$ cat src/rtl/lir_pkg.sv
// Shared types and constants of the linear interpolation resampler.
// Holds the payload structs, the controller command and status bundles and the register codes.
// No dependencies.
`timescale 1ns / 1ps
`default_nettype none

package lir_pkg;

  localparam int SAMPLE_BITS  = 16;
  localparam int RATE_BITS    = 18;
  localparam int RESULT_CAP   = 32;
  localparam int CNT_BITS     = $clog2(RESULT_CAP + 1);
  localparam int CFG_IDX_BITS = 2;

  localparam logic [CFG_IDX_BITS-1:0] CFG_IN_RATE  = CFG_IDX_BITS'(0);
  localparam logic [CFG_IDX_BITS-1:0] CFG_OUT_RATE = CFG_IDX_BITS'(1);

  localparam logic [RATE_BITS-1:0] RATE_RESET = RATE_BITS'(48000);

  typedef struct packed {
    logic signed [SAMPLE_BITS-1:0] sample_in;
    logic                          end_of_stream;
  } in_item_t;

  typedef struct packed {
    logic signed [SAMPLE_BITS-1:0] sample_out;
    logic                          sample_valid;
    logic                          last_result;
    logic                          ratio_error;
  } out_item_t;

  typedef enum logic [1:0] {
    PEND_CUR,
    PEND_INTERP,
    PEND_REFUSED
  } pend_src_e;

  typedef struct packed {
    logic      load_item;
    logic      cnt_clr;
    logic      cnt_inc;
    logic      diff_load;
    logic      mul_start;
    logic      div_start;
    logic      set_prev;
    logic      phase_zero;
    logic      phase_wrap;
    logic      phase_step;
    logic      clr_stream;
    logic      pend_load;
    logic      pend_push;
    logic      flush;
    pend_src_e pend_src;
  } ctrl_cmd_t;

  typedef struct packed {
    logic refused;
    logic equal;
    logic have_prev;
    logic eos;
    logic phase_lt_out;
    logic cap_hit;
    logic div_done;
    logic pend_valid;
    logic out_free;
  } dp_status_t;

endpackage

`default_nettype wire

$ cat src/rtl/lir_div.sv
// Restoring serial divider, one quotient bit per cycle.
// The caller guarantees that the quotient fits in QUO_W bits.
// No package dependencies.
`timescale 1ns / 1ps
`default_nettype none

module lir_div #(
  parameter int NUM_W = 36,
  parameter int DEN_W = 19,
  parameter int QUO_W = 16
) (
  input  wire logic             clk_i,
  input  wire logic             rst_ni,
  input  wire logic             start_i,
  input  wire logic [NUM_W-1:0] num_i,
  input  wire logic [DEN_W-1:0] den_i,
  output logic                  done_o,
  output logic [QUO_W-1:0]      quot_o
);

  localparam int HI_W  = NUM_W - QUO_W;
  localparam int CNT_W = $clog2(QUO_W + 1);

  logic [DEN_W-1:0] rem_q;
  logic [QUO_W-1:0] low_q;
  logic [DEN_W-1:0] den_q;
  logic [CNT_W-1:0] cnt_q;
  logic             busy_q;
  logic             done_q;

  logic [HI_W-1:0]  num_hi;
  logic [DEN_W:0]   trial;
  logic [DEN_W:0]   trial_sub;
  logic             ge;

  assign num_hi    = num_i[NUM_W-1:QUO_W];
  assign trial     = {rem_q, low_q[QUO_W-1]};
  assign trial_sub = trial - {1'b0, den_q};
  assign ge        = trial >= {1'b0, den_q};

  always_ff @(posedge clk_i or negedge rst_ni) begin
    if (!rst_ni) begin
      busy_q <= 1'b0;
      done_q <= 1'b0;
      cnt_q  <= '0;
    end else begin
      done_q <= 1'b0;
      if (start_i) begin
        busy_q <= 1'b1;
        cnt_q  <= CNT_W'(QUO_W);
      end else if (busy_q) begin
        cnt_q <= cnt_q - 1'b1;
        if (cnt_q == CNT_W'(1)) begin
          busy_q <= 1'b0;
          done_q <= 1'b1;
        end
      end
    end
  end

  always_ff @(posedge clk_i) begin
    if (start_i) begin
      rem_q <= num_hi[DEN_W-1:0];
      low_q <= num_i[QUO_W-1:0];
      den_q <= den_i;
    end else if (busy_q) begin
      rem_q <= ge ? trial_sub[DEN_W-1:0] : trial[DEN_W-1:0];
      low_q <= {low_q[QUO_W-2:0], ge};
    end
  end

  assign done_o = done_q;
  assign quot_o = low_q;

endmodule

`default_nettype wire

$ cat src/rtl/lir_datapath.sv
// Datapath of the resampler: stream state, phase accumulator, multiplier, divider,
// pending result and output register. Driven by commands from lir_ctrl.
// Depends on lir_pkg and lir_div.
`timescale 1ns / 1ps
`default_nettype none

module lir_datapath import lir_pkg::*; #(
  parameter int MAX_RATIO = 16
) (
  input  wire logic           clk_i,
  input  wire logic           rst_ni,
  input  wire ctrl_cmd_t      cmd_i,
  output dp_status_t          status_o,
  input  wire in_item_t       in_item_i,
  input  wire logic [RATE_BITS-1:0] in_rate_i,
  input  wire logic [RATE_BITS-1:0] out_rate_i,
  input  wire logic           out_stall_i,
  output logic                out_valid_o,
  output out_item_t           out_item_o
);

  localparam int SB     = SAMPLE_BITS;
  localparam int PH_W   = RATE_BITS + 1;
  localparam int PROD_W = SB + RATE_BITS;
  localparam int NUM_W  = PROD_W + 2;
  localparam int LIM_W  = RATE_BITS + $clog2(MAX_RATIO + 1);

  logic signed [SB-1:0] cur_q;
  logic                 eos_q;
  logic signed [SB-1:0] prev_q;
  logic                 have_q;
  logic [PH_W-1:0]      phase_q;
  logic [PH_W-1:0]      phase_d;
  logic [CNT_BITS-1:0]  cnt_q;
  logic [SB-1:0]        diff_mag_q;
  logic                 neg_q;
  logic [PROD_W-1:0]    prod_q;
  out_item_t            pend_q;
  logic                 pend_valid_q;
  out_item_t            out_q;
  logic                 out_valid_q;

  logic [SB:0]          diff_w;
  logic [SB:0]          diff_abs;
  logic [NUM_W-1:0]     div_num;
  logic [PH_W-1:0]      div_den;
  logic                 div_done;
  logic [SB-1:0]        quot;
  logic signed [SB:0]   interp_sum;
  logic [LIM_W-1:0]     rate_lim;
  logic                 out_free;
  out_item_t            pend_new;
  out_item_t            flush_item;

  assign diff_w   = {cur_q[SB-1], cur_q} - {prev_q[SB-1], prev_q};
  assign diff_abs = diff_w[SB] ? ('0 - diff_w) : diff_w;

  assign div_num = NUM_W'({prod_q, 1'b0}) + NUM_W'(out_rate_i);
  assign div_den = {out_rate_i, 1'b0};

  lir_div #(
    .NUM_W(NUM_W),
    .DEN_W(PH_W),
    .QUO_W(SB)
  ) u_div (
    .clk_i  (clk_i),
    .rst_ni (rst_ni),
    .start_i(cmd_i.div_start),
    .num_i  (div_num),
    .den_i  (div_den),
    .done_o (div_done),
    .quot_o (quot)
  );

  assign interp_sum = neg_q ? ({prev_q[SB-1], prev_q} - {1'b0, quot})
                            : ({prev_q[SB-1], prev_q} + {1'b0, quot});

  assign rate_lim = LIM_W'(in_rate_i) * LIM_W'(MAX_RATIO);
  assign out_free = !out_valid_q || !out_stall_i;

  always_comb begin
    case (cmd_i.pend_src)
      PEND_CUR: begin
        pend_new = '{sample_out: cur_q, sample_valid: 1'b1, last_result: 1'b0,
                     ratio_error: 1'b0};
      end
      PEND_INTERP: begin
        pend_new = '{sample_out: interp_sum[SB-1:0], sample_valid: 1'b1,
                     last_result: 1'b0, ratio_error: 1'b0};
      end
      PEND_REFUSED: begin
        pend_new = '{sample_out: '0, sample_valid: 1'b0, last_result: 1'b0,
                     ratio_error: 1'b1};
      end
      default: begin
        pend_new = '{sample_out: cur_q, sample_valid: 1'b1, last_result: 1'b0,
                     ratio_error: 1'b0};
      end
    endcase
  end

  always_comb begin
    if (pend_valid_q) begin
      flush_item             = pend_q;
      flush_item.last_result = eos_q;
    end else begin
      flush_item = '{sample_out: '0, sample_valid: 1'b0, last_result: 1'b1,
                     ratio_error: 1'b0};
    end
  end

  always_comb begin
    phase_d = phase_q;
    if (cmd_i.clr_stream || cmd_i.phase_zero) begin
      phase_d = '0;
    end else if (cmd_i.phase_wrap) begin
      phase_d = (phase_q >= PH_W'(out_rate_i)) ? (phase_q - PH_W'(out_rate_i)) : '0;
    end else if (cmd_i.phase_step) begin
      phase_d = phase_q + PH_W'(in_rate_i);
    end
  end

  always_ff @(posedge clk_i or negedge rst_ni) begin
    if (!rst_ni) begin
      prev_q       <= '0;
      have_q       <= 1'b0;
      phase_q      <= '0;
      cnt_q        <= '0;
      pend_valid_q <= 1'b0;
      out_valid_q  <= 1'b0;
    end else begin
      phase_q <= phase_d;
      if (cmd_i.clr_stream) begin
        prev_q <= '0;
        have_q <= 1'b0;
      end else if (cmd_i.set_prev) begin
        prev_q <= cur_q;
        have_q <= 1'b1;
      end
      if (cmd_i.cnt_clr) begin
        cnt_q <= '0;
      end else if (cmd_i.cnt_inc) begin
        cnt_q <= cnt_q + 1'b1;
      end
      if (cmd_i.pend_load) begin
        pend_valid_q <= 1'b1;
      end else if (cmd_i.flush) begin
        pend_valid_q <= 1'b0;
      end
      if (cmd_i.pend_push || cmd_i.flush) begin
        out_valid_q <= 1'b1;
      end else if (!out_stall_i) begin
        out_valid_q <= 1'b0;
      end
    end
  end

  always_ff @(posedge clk_i) begin
    if (cmd_i.load_item) begin
      cur_q <= in_item_i.sample_in;
      eos_q <= in_item_i.end_of_stream;
    end
    if (cmd_i.diff_load) begin
      diff_mag_q <= diff_abs[SB-1:0];
      neg_q      <= diff_w[SB];
    end
    if (cmd_i.mul_start) begin
      prod_q <= PROD_W'(diff_mag_q) * PROD_W'(phase_q[RATE_BITS-1:0]);
    end
    if (cmd_i.pend_load) begin
      pend_q <= pend_new;
    end
    if (cmd_i.pend_push) begin
      out_q <= pend_q;
    end else if (cmd_i.flush) begin
      out_q <= flush_item;
    end
  end

  assign status_o.refused      = (in_rate_i == '0) || (out_rate_i == '0) ||
                                 (LIM_W'(out_rate_i) > rate_lim);
  assign status_o.equal        = in_rate_i == out_rate_i;
  assign status_o.have_prev    = have_q;
  assign status_o.eos          = eos_q;
  assign status_o.phase_lt_out = phase_q < PH_W'(out_rate_i);
  assign status_o.cap_hit      = cnt_q == CNT_BITS'(RESULT_CAP);
  assign status_o.div_done     = div_done;
  assign status_o.pend_valid   = pend_valid_q;
  assign status_o.out_free     = out_free;

  assign out_valid_o = out_valid_q;
  assign out_item_o  = out_q;

`ifndef ASSERT_OFF
  a_push_needs_room: assert property (@(posedge clk_i) disable iff (!rst_ni)
    (cmd_i.pend_push || cmd_i.flush) && out_valid_q |-> !out_stall_i)
    else $error("result pushed over a stalled output register");

  a_pend_no_overwrite: assert property (@(posedge clk_i) disable iff (!rst_ni)
    cmd_i.pend_load && pend_valid_q |-> cmd_i.pend_push)
    else $error("pending result overwritten before it was sent");

  a_cnt_in_range: assert property (@(posedge clk_i) disable iff (!rst_ni)
    cnt_q <= CNT_BITS'(RESULT_CAP))
    else $error("result count beyond the cap");

  a_quot_bounded: assert property (@(posedge clk_i) disable iff (!rst_ni)
    div_done |-> quot <= diff_mag_q)
    else $error("interpolation step larger than the sample difference");
`endif

endmodule

`default_nettype wire

$ cat src/rtl/lir_ctrl.sv
// Controller state machine of the resampler: sequences each request through the
// rate checks, the interpolation loop, the end-of-stream hold loop and the final flush.
// Depends on lir_pkg.
`timescale 1ns / 1ps
`default_nettype none

module lir_ctrl import lir_pkg::*; (
  input  wire logic       clk_i,
  input  wire logic       rst_ni,
  input  wire logic       in_valid_i,
  output logic            in_stall_o,
  input  wire dp_status_t status_i,
  output ctrl_cmd_t       cmd_o
);

  localparam logic [2:0] S_IDLE  = 3'd0;
  localparam logic [2:0] S_CHECK = 3'd1;
  localparam logic [2:0] S_LOOP1 = 3'd2;
  localparam logic [2:0] S_MUL   = 3'd3;
  localparam logic [2:0] S_DIV   = 3'd4;
  localparam logic [2:0] S_RES   = 3'd5;
  localparam logic [2:0] S_LOOP2 = 3'd6;
  localparam logic [2:0] S_FLUSH = 3'd7;

  logic [2:0] state_q;
  logic [2:0] state_d;
  logic       room;

  assign room = !status_i.pend_valid || status_i.out_free;

  always_comb begin
    state_d = state_q;
    cmd_o   = '0;
    case (state_q)
      S_IDLE: begin
        if (in_valid_i) begin
          cmd_o.load_item = 1'b1;
          cmd_o.cnt_clr   = 1'b1;
          state_d         = S_CHECK;
        end
      end
      S_CHECK: begin
        if (status_i.refused) begin
          cmd_o.pend_load = 1'b1;
          cmd_o.pend_src  = PEND_REFUSED;
          state_d         = S_FLUSH;
        end else if (status_i.equal) begin
          cmd_o.pend_load  = 1'b1;
          cmd_o.pend_src   = PEND_CUR;
          cmd_o.set_prev   = 1'b1;
          cmd_o.phase_zero = 1'b1;
          state_d          = S_FLUSH;
        end else if (status_i.have_prev) begin
          cmd_o.diff_load = 1'b1;
          state_d         = S_LOOP1;
        end else begin
          cmd_o.set_prev   = 1'b1;
          cmd_o.phase_zero = 1'b1;
          state_d          = status_i.eos ? S_LOOP2 : S_IDLE;
        end
      end
      S_LOOP1: begin
        if (status_i.phase_lt_out && !status_i.cap_hit) begin
          cmd_o.mul_start = 1'b1;
          state_d         = S_MUL;
        end else begin
          cmd_o.phase_wrap = 1'b1;
          cmd_o.set_prev   = 1'b1;
          state_d          = status_i.eos ? S_LOOP2 : S_FLUSH;
        end
      end
      S_MUL: begin
        cmd_o.div_start = 1'b1;
        state_d         = S_DIV;
      end
      S_DIV: begin
        if (status_i.div_done) begin
          state_d = S_RES;
        end
      end
      S_RES: begin
        if (room) begin
          cmd_o.pend_load  = 1'b1;
          cmd_o.pend_src   = PEND_INTERP;
          cmd_o.pend_push  = status_i.pend_valid;
          cmd_o.phase_step = 1'b1;
          cmd_o.cnt_inc    = 1'b1;
          state_d          = S_LOOP1;
        end
      end
      S_LOOP2: begin
        if (status_i.phase_lt_out && !status_i.cap_hit) begin
          if (room) begin
            cmd_o.pend_load  = 1'b1;
            cmd_o.pend_src   = PEND_CUR;
            cmd_o.pend_push  = status_i.pend_valid;
            cmd_o.phase_step = 1'b1;
            cmd_o.cnt_inc    = 1'b1;
          end
        end else begin
          state_d = S_FLUSH;
        end
      end
      S_FLUSH: begin
        if (status_i.pend_valid || status_i.eos) begin
          if (status_i.out_free) begin
            cmd_o.flush      = 1'b1;
            cmd_o.clr_stream = status_i.eos;
            state_d          = S_IDLE;
          end
        end else begin
          state_d = S_IDLE;
        end
      end
      default: begin
        state_d = S_IDLE;
      end
    endcase
  end

  always_ff @(posedge clk_i or negedge rst_ni) begin
    if (!rst_ni) begin
      state_q <= S_IDLE;
    end else begin
      state_q <= state_d;
    end
  end

  assign in_stall_o = state_q != S_IDLE;

endmodule

`default_nettype wire

$ cat src/rtl/linear_interp_resampler.sv
// Linear interpolation sample-rate converter: top level with the rate registers.
// A request is passed through or refused, or only stores a first sample that is not last, or else
// yields interpolated results (16-step serial divider) and, at end of stream, held results.
// One request is worked on at a time; the next is taken once the last result is in the output register.
// Reset is asynchronous, active low: it clears the stream state and sets both rates to 48000.
// Depends on lir_pkg, lir_ctrl and lir_datapath.
`timescale 1ns / 1ps
`default_nettype none

module linear_interp_resampler import lir_pkg::*; #(
  parameter int MAX_RATIO = 16
) (
  input  wire logic                    clk_i,
  input  wire logic                    rst_ni,
  input  wire logic                    in_valid_i,
  output logic                         in_stall_o,
  input  wire in_item_t                in_item_i,
  output logic                         out_valid_o,
  input  wire logic                    out_stall_i,
  output out_item_t                    out_item_o,
  input  wire logic                    cfg_valid_i,
  output logic                         cfg_ready_o,
  input  wire logic [CFG_IDX_BITS-1:0] cfg_index_i,
  input  wire logic [RATE_BITS-1:0]    cfg_data_i
);

  logic [RATE_BITS-1:0] in_rate_q;
  logic [RATE_BITS-1:0] out_rate_q;
  ctrl_cmd_t            cmd;
  dp_status_t           status;

  assign cfg_ready_o = 1'b1;

  always_ff @(posedge clk_i or negedge rst_ni) begin
    if (!rst_ni) begin
      in_rate_q  <= RATE_RESET;
      out_rate_q <= RATE_RESET;
    end else if (cfg_valid_i && cfg_ready_o) begin
      case (cfg_index_i)
        CFG_IN_RATE: begin
          in_rate_q <= cfg_data_i;
        end
        CFG_OUT_RATE: begin
          out_rate_q <= cfg_data_i;
        end
        default: begin
        end
      endcase
    end
  end

  lir_ctrl u_ctrl (
    .clk_i     (clk_i),
    .rst_ni    (rst_ni),
    .in_valid_i(in_valid_i),
    .in_stall_o(in_stall_o),
    .status_i  (status),
    .cmd_o     (cmd)
  );

  lir_datapath #(
    .MAX_RATIO(MAX_RATIO)
  ) u_datapath (
    .clk_i      (clk_i),
    .rst_ni     (rst_ni),
    .cmd_i      (cmd),
    .status_o   (status),
    .in_item_i  (in_item_i),
    .in_rate_i  (in_rate_q),
    .out_rate_i (out_rate_q),
    .out_stall_i(out_stall_i),
    .out_valid_o(out_valid_o),
    .out_item_o (out_item_o)
  );

endmodule

`default_nettype wire
$ cat config.mk
export PLATFORM = sky130hd
export DESIGN_NAME = linear_interp_resampler
export DESIGN_NICKNAME = d
export VERILOG_FILES = /design/src/rtl/lir_pkg.sv /design/src/rtl/lir_div.sv /design/src/rtl/lir_datapath.sv /design/src/rtl/lir_ctrl.sv /design/src/rtl/linear_interp_resampler.sv
export SDC_FILE = /design/constraint.sdc
export NUM_CORES = 1
export LEC_CHECK = 0
export ABC_CLOCK_PERIOD_IN_PS = 8900
export BUFFER_PORTS_ARGS = -buffer_cell sky130_fd_sc_hd__buf_4
export CAP_MARGIN = 20
export CELL_PAD_IN_SITES_DETAIL_PLACEMENT = 1
export CELL_PAD_IN_SITES_GLOBAL_PLACEMENT = 1
export CORE_MARGIN = 2
export CORE_UTILIZATION = 40
export DETAILED_ROUTE_END_ITERATION = 8
export HOLD_SLACK_MARGIN = 0.1
export PLACE_DENSITY = 0.71
export RECOVER_POWER = 25
export SLEW_MARGIN = 10
export SYNTH_ARGS = -nofsm -noshare
export SYNTH_HDL_FRONTEND = slang
export SYNTH_SLANG_ARGS = --single-unit
export TNS_END_PERCENT = 30
$ cat constraint.sdc
create_clock -name clk_i -period 8.9 [get_ports clk_i]
set_clock_uncertainty 0.1 [all_clocks]
set_input_delay 0.89 -clock clk_i [delete_from_list [all_inputs] [get_ports clk_i]]
set_output_delay 0.89 -clock clk_i [all_outputs]
set_load 0.1 [all_outputs]
## Word-level counts from Yosys, hierarchy flattened

Cells that the tools add are included.

- $add $sub $neg: 10
- Multiply operators: 1
- Magnitude comparators: 4
- Equality and inequality tests: 19
- Muxes and demuxes: 80
- Reduce and logical (&&, ||, !) cells: 26

Operators with widths:

| operator | count |
|---|---|
| $mux W19 | 10 |
| $mux W16 | 6 |
| $pmux W19 S2 | 1 |
| $logic_not A18 Y1 | 2 |
| $add A35 B18 Y35 | 1 |
| $mul A16 B18 Y34 | 1 |
| $mux W1 | 34 |
| $mux W3 | 11 |
| $pmux W3 S8 | 1 |
| $gt A18 B22 Y1 | 1 |
| $ge A20 B19 Y1 | 1 |
| $add A19 B18 Y19 | 1 |
| $ge A19 B18 Y1 | 1 |
| $lt A19 B18 Y1 | 1 |
| $sub A19 B18 Y19 | 1 |
| $sub A19 B19 Y19 | 1 |
| $eq A18 B18 Y1 | 1 |
| $sub A16 B16 Y17 | 1 |
| $add A16 B16 Y16 | 1 |
| $mux W2 | 8 |
| $sub A1 B16 Y16 const A | 1 |
| $sub A16 B16 Y16 | 1 |
| $eq A3 B3 Y1 const B | 4 |
| $mux W6 | 2 |
| 24 further kinds | 47 |

- Register bits: 249
- Input port bits: 42
- Output and inout port bits: 22
- Logic and storage cells: 168

## Logic depth before layout (Yosys ltp)

- Depth in word-level cells: 9
- Mapped depth: 24
- Gate-level depth less buffers: 23

## Hierarchy

From an unflattened synthesis, not the netlist that was laid out.

- Cells, all modules: 2751
- Area, all modules: 26135.1 sq um

By module, submodules not included:

| module | instances | cells each | area an instance (sq um) | sequential area each (sq um) |
|---|---|---|---|---|
| lir_datapath | 1 | 2252 | 20409.6 | 4254.1 |
| lir_div | 1 | 356 | 3817.4 | 1796.7 |
| linear_interp_resampler | 1 | 79 | 1450.1 | 918.4 |
| lir_ctrl | 1 | 64 | 457.9 | 75.1 |

## Worst setup path before layout

OpenSTA, ideal clock, no wires.

- Kind: reg-to-reg
- From: reg u_datapath.phase_q[15]
- To: reg u_datapath.prod_q[32], data pin
- Library setup time: 137 ps
- Arrival time: 6025 ps
- Data required time: 8663 ps
- Slack: 2637 ps
- Cell stages (with the launch flop): 23
- Buffers on the path: 2
- Clock period less this slack: 6263 ps
- Cell sequence: dfrtp_1 > clkbuf_1 > clkbuf_1 > nand2_1 > fa_1 > fa_1 > inv_1 > fa_1 > fa_1 > fa_1 > inv_1 > fa_1 > inv_1 > ha_1 > a21o_1 > a21o_1 > a21o_1 > a21oi_1 > o21ai_0 > a211oi_1 > nor2_1 > or4_1 > nand4_1

- Word-level cells in the longest chain between the ends: 1

RTL lines:

| item | line | RTL |
|---|---|---|
| from (decl) | lir_datapath.sv:32 | `logic [PH_W-1:0] phase_q;` |
| from (signal assigned) | lir_datapath.sv:132 | `phase_q <= phase_d;` |
| $mul A16 B18 Y34 | lir_datapath.sv:168 | `prod_q <= PROD_W'(diff_mag_q) * PROD_W'(phase_q[RATE_BITS-1:0]);` |
| to (signal assigned) | lir_datapath.sv:168 |  |
| to (decl) | lir_datapath.sv:37 | `logic [PROD_W-1:0] prod_q;` |

No other way between the ends.
A chain may end at the register's enable or synchronous reset.

## Worst setup path after layout

- From: reg u_datapath.diff_mag_q[2]
- To: reg u_datapath.prod_q[33], data pin

- Word-level cells in the longest chain between the ends: 1

RTL lines:

| item | line | RTL |
|---|---|---|
| from (decl) | lir_datapath.sv:35 | `logic [SB-1:0] diff_mag_q;` |
| from (signal assigned) | lir_datapath.sv:164 | `diff_mag_q <= diff_abs[SB-1:0];` |
| $mul A16 B18 Y34 | lir_datapath.sv:168 |  |

No other way between the ends.

==> flow_metrics.tcl <==
set metrics [dict create \
    fin_setup_tns_ps 0 \
    area_delta_synth_final_pct 8.85 \
    hold_viol 0 \
    grt_pass1_wl_mm 121 \
    cts.path.max_buffers 3 \
    insertion_delay_ps 600 \
    yosys_warnings 0 \
    cts-htree-levels 1 \
    grt.overflow.total 0 \
    crit_path_end_kind "register" \
    routedWlPerCell_um 21.2 \
    syn_inst 2674 \
    synth-xor-area-share 0.0588 \
    synth_top_flop_cell "edfxtp_1" \
    dpl.hpwl_mm 59.6 \
    post_cts_resized 0 \
    synthSimpleGateAreaFrac 0.159 \
    grt_pass1_vias 21500 \
    grt_start_max_net_pins 62 \
    max_freq_ghz 0.140 \
    die_width_um 256 \
    core_um2 63000 \
    io_pins 64 \
    antenna_found_initial 1 \
    seq_area_frac_synth 0.276 \
    die-height_um 256 \
    worst_pin_slew_ps 3710 \
    start_util 0.404 \
    syn_nets 3175 \
    relSlewSlack -1.47 \
    synth_cell_types 103 \
    numPortBuffers 62 \
    slew_violations 93 \
    drtIter0Drc 1200 \
    synth_fa_ha_area_frac 0.293 \
    cp.arrival_ps 7390 \
    finalSetupViolCount 0 \
    post-route-util 0.440 \
    clock_sinks 248 \
    status "finished with violations" \
    post-route-period-util 0.804 \
    hold_class "in -> reg" \
    min_period_ps 7160 \
    ys_ff_latch 248 \
    cp_num_buf_inv 3 \
    firstDrtPassIters 7 \
    fin_nets 3204 \
    critPathKind "reg -> reg" \
    cts_buffers 29 \
    critPathMaxFanout 18 \
    cts_setup_buffers 0 \
    antenna_cells 0 \
    crit_path_top_delay_cell "edfxtp_1" \
    crit_chain "nand2_1 -> fa_1 -> fa_1 -> inv_1 -> fa_1 -> fa_1 -> fa_1 -> inv_1 -> fa_1 -> inv_1 -> ha_1 -> a21o_1 -> a21o_1 -> a2111oi_0 -> o21ai_0 -> nand3_1 -> o21ai_0 -> a31oi_1 -> o21bai_1 -> xnor2_1" \
    cts-root-buf "clkbuf_16" \
    num_rows 92 \
    critPathTopFamily "adder cells" \
    synth_edf_count 158 \
    rsz0062_at_grt "no" \
    die_area_um2 65700 \
    maxCapViolations 2 \
    cts_tree "built" \
    synth_compound_area_frac 0.124 \
    vias_per_cell 5.50 \
    violations "max-capacitance violations, max-slew violations" \
    drc 0 \
    synthArstFlopShare 0.363 \
    wl_mm 75.6 \
    syn_area_per_cell_um2 9.52 \
    layout-drive-gt1-share 0.0726 \
    worst_path_most_repeated_cell "fa_1" \
    synth_top_family_by_area "adder cells" \
    gp_congestion 0.874 \
    muxShareOfSynthArea 0.0215 \
    cp.required_ps 9140 \
    final_antenna_net_count 0 \
    synth_area_um2 25500 \
    slowest_delay_ps 910 \
    hold_buffers 0 \
    clk_pin_slew_worst_paths_ps 60 \
    grt_use_total 0.232 \
    num_vias 19700 \
    critPathLaunchType "register" \
]
[path summary, 6_finish.rpt]
kind	cells past startpoint	from	slack, ps	endpoint
max reg2reg	20	u_datapath.diff_mag_q[2]$_DFFE_PP_	1740	u_datapath.prod_q[33]$_DFFE_PP_
min reg2reg	1	u_datapath.pend_q[14]$_DFFE_PP_	430	u_datapath.out_item_o[14]$_DFFE_PP_
max	20	u_datapath.diff_mag_q[2]$_DFFE_PP_	1740	u_datapath.prod_q[33]$_DFFE_PP_
max in group asynchronous	2	rst_ni	3700	u_datapath.phase_q[9]$_DFFE_PN0P_
min	1	in_item_i[5]	390	u_datapath.cur_q[4]$_DFFE_PP_
min in group asynchronous	1	rst_ni	680	u_datapath.prev_q[2]$_DFFE_PN0P_
[worst register-to-register path, stage by stage, from the launching register on]
cell and delay [ps]:
edfxtp_1 910, nand2_1 200, fa_1 550, fa_1 560, inv_1 60, fa_1 490, fa_1 520, fa_1 500
inv_1 50, fa_1 480, inv_1 40, ha_1 350, a21o_1 220, a21o_1 190, a2111oi_0 560, o21ai_0 310
nand3_1 240, o21ai_0 170, a31oi_1 200, o21bai_1 90, xnor2_1 140
[cells in the mapped netlist, drive strengths merged, types with 25 or more instances]
library cell  instances  area (um2)
nor3                 35         185
mux2i                25         250
nand3                41         210
edfxtp              158        4740
xor2                 69         604
a21oi               108         563
ha                  231        2890
fa                  228        4560
xnor2               102         893
and2                164        1030
a21o                 63         482
nor2                 97         369
mux2                 26         297
inv                 374        1410
nand2               321        1200
nand4                25         156
dfrtp                76        1900
o21ai               128         644
clkbuf               61         229
a31oi                28         175
[routing by layer]
metal  GRT usage  wire length [um]  vias up
li1            -                 -     9051
met1       0.305             33200    10100
met5           0                 0        -
met3      0.0269              3080      134
met2       0.393             36400      417
met4      0.0895              3000        0
[cell type report]
cell class | instances | area, um2
Tap cell | 846 | 1060
Clock inverter | 19 | 199
Multi-Input combinational cell | 1975 | 16700
Fill cell | 7233 | 35300
Inverter | 374 | 1410
Clock buffer | 35 | 758
Timing Repair Buffer | 75 | 552
Sequential cell | 248 | 7010
[layout by cell type, fill, tap and decap left out, types with 18 or more instances in the layout]
| master | count |
|---|---|
| mux2i_1 | 25 |
| dfrtp_1 | 76 |
| xnor2_1 | 102 |
| clkbuf_16 | 29 |
| buf_4 | 54 |
| and2_1 | 147 |
| inv_1 | 372 |
| nand3_1 | 40 |
| edfxtp_1 | 158 |
| a211oi_1 | 21 |
| o21ai_0 | 117 |
| mux2_2 | 24 |
| a21oi_1 | 104 |
| clkbuf_4 | 18 |
| nor2_1 | 94 |
| ha_1 | 231 |
| a21o_1 | 61 |
| o21bai_1 | 20 |
| nor2b_1 | 23 |
| and3_1 | 22 |
| nor4_1 | 18 |
| nand4_1 | 25 |
| nand2_1 | 321 |
| a31oi_1 | 28 |
| nor3_1 | 32 |
| fa_1 | 228 |
| xor2_1 | 69 |
[per-stage QoR]
stage | area, um2 | setup WS (ps) | cells | hold WS [ps]
detailed placement | 26800 | 1890 | 3518 | 418
global route | 27700 | 1410 | 3572 | 379
finish | 27700 | 1740 | 3572 | 393
global placement | 26800 | 2090 | 3518 | 403
CTS | 27700 | 1870 | 3572 | 125
floorplan | 25500 | 2640 | 2674 | 377
[cell families after synthesis]
kind of cell,Yosys count
mux,51
simple gates,815
buf+inv,451
flops,248
fa+ha+maj,459
compound gates,478
xor+xnor,171
other cells,1
[sequential cells by signal, summed over array words and instances (netlist names), 3 cells and up]
signal / cells
u_datapath.u_div.cnt_q: 5
u_datapath.phase_q: 19
u_datapath.u_div.rem_q: 19
u_datapath.u_div.quot_o: 16
u_datapath.prev_q: 16
in_rate_q: 18
u_ctrl.state_q: 3
u_datapath.pend_q: 18
u_datapath.u_div.den_q: 18
u_datapath.prod_q: 34
u_datapath.diff_mag_q: 16
u_datapath.cur_q: 16
out_rate_q: 18
u_datapath.out_item_o: 19
u_datapath.cnt_q: 6
Power is not shown: default switching activity piles up to over one toggle a cycle in this logic, so the estimate is an artifact.
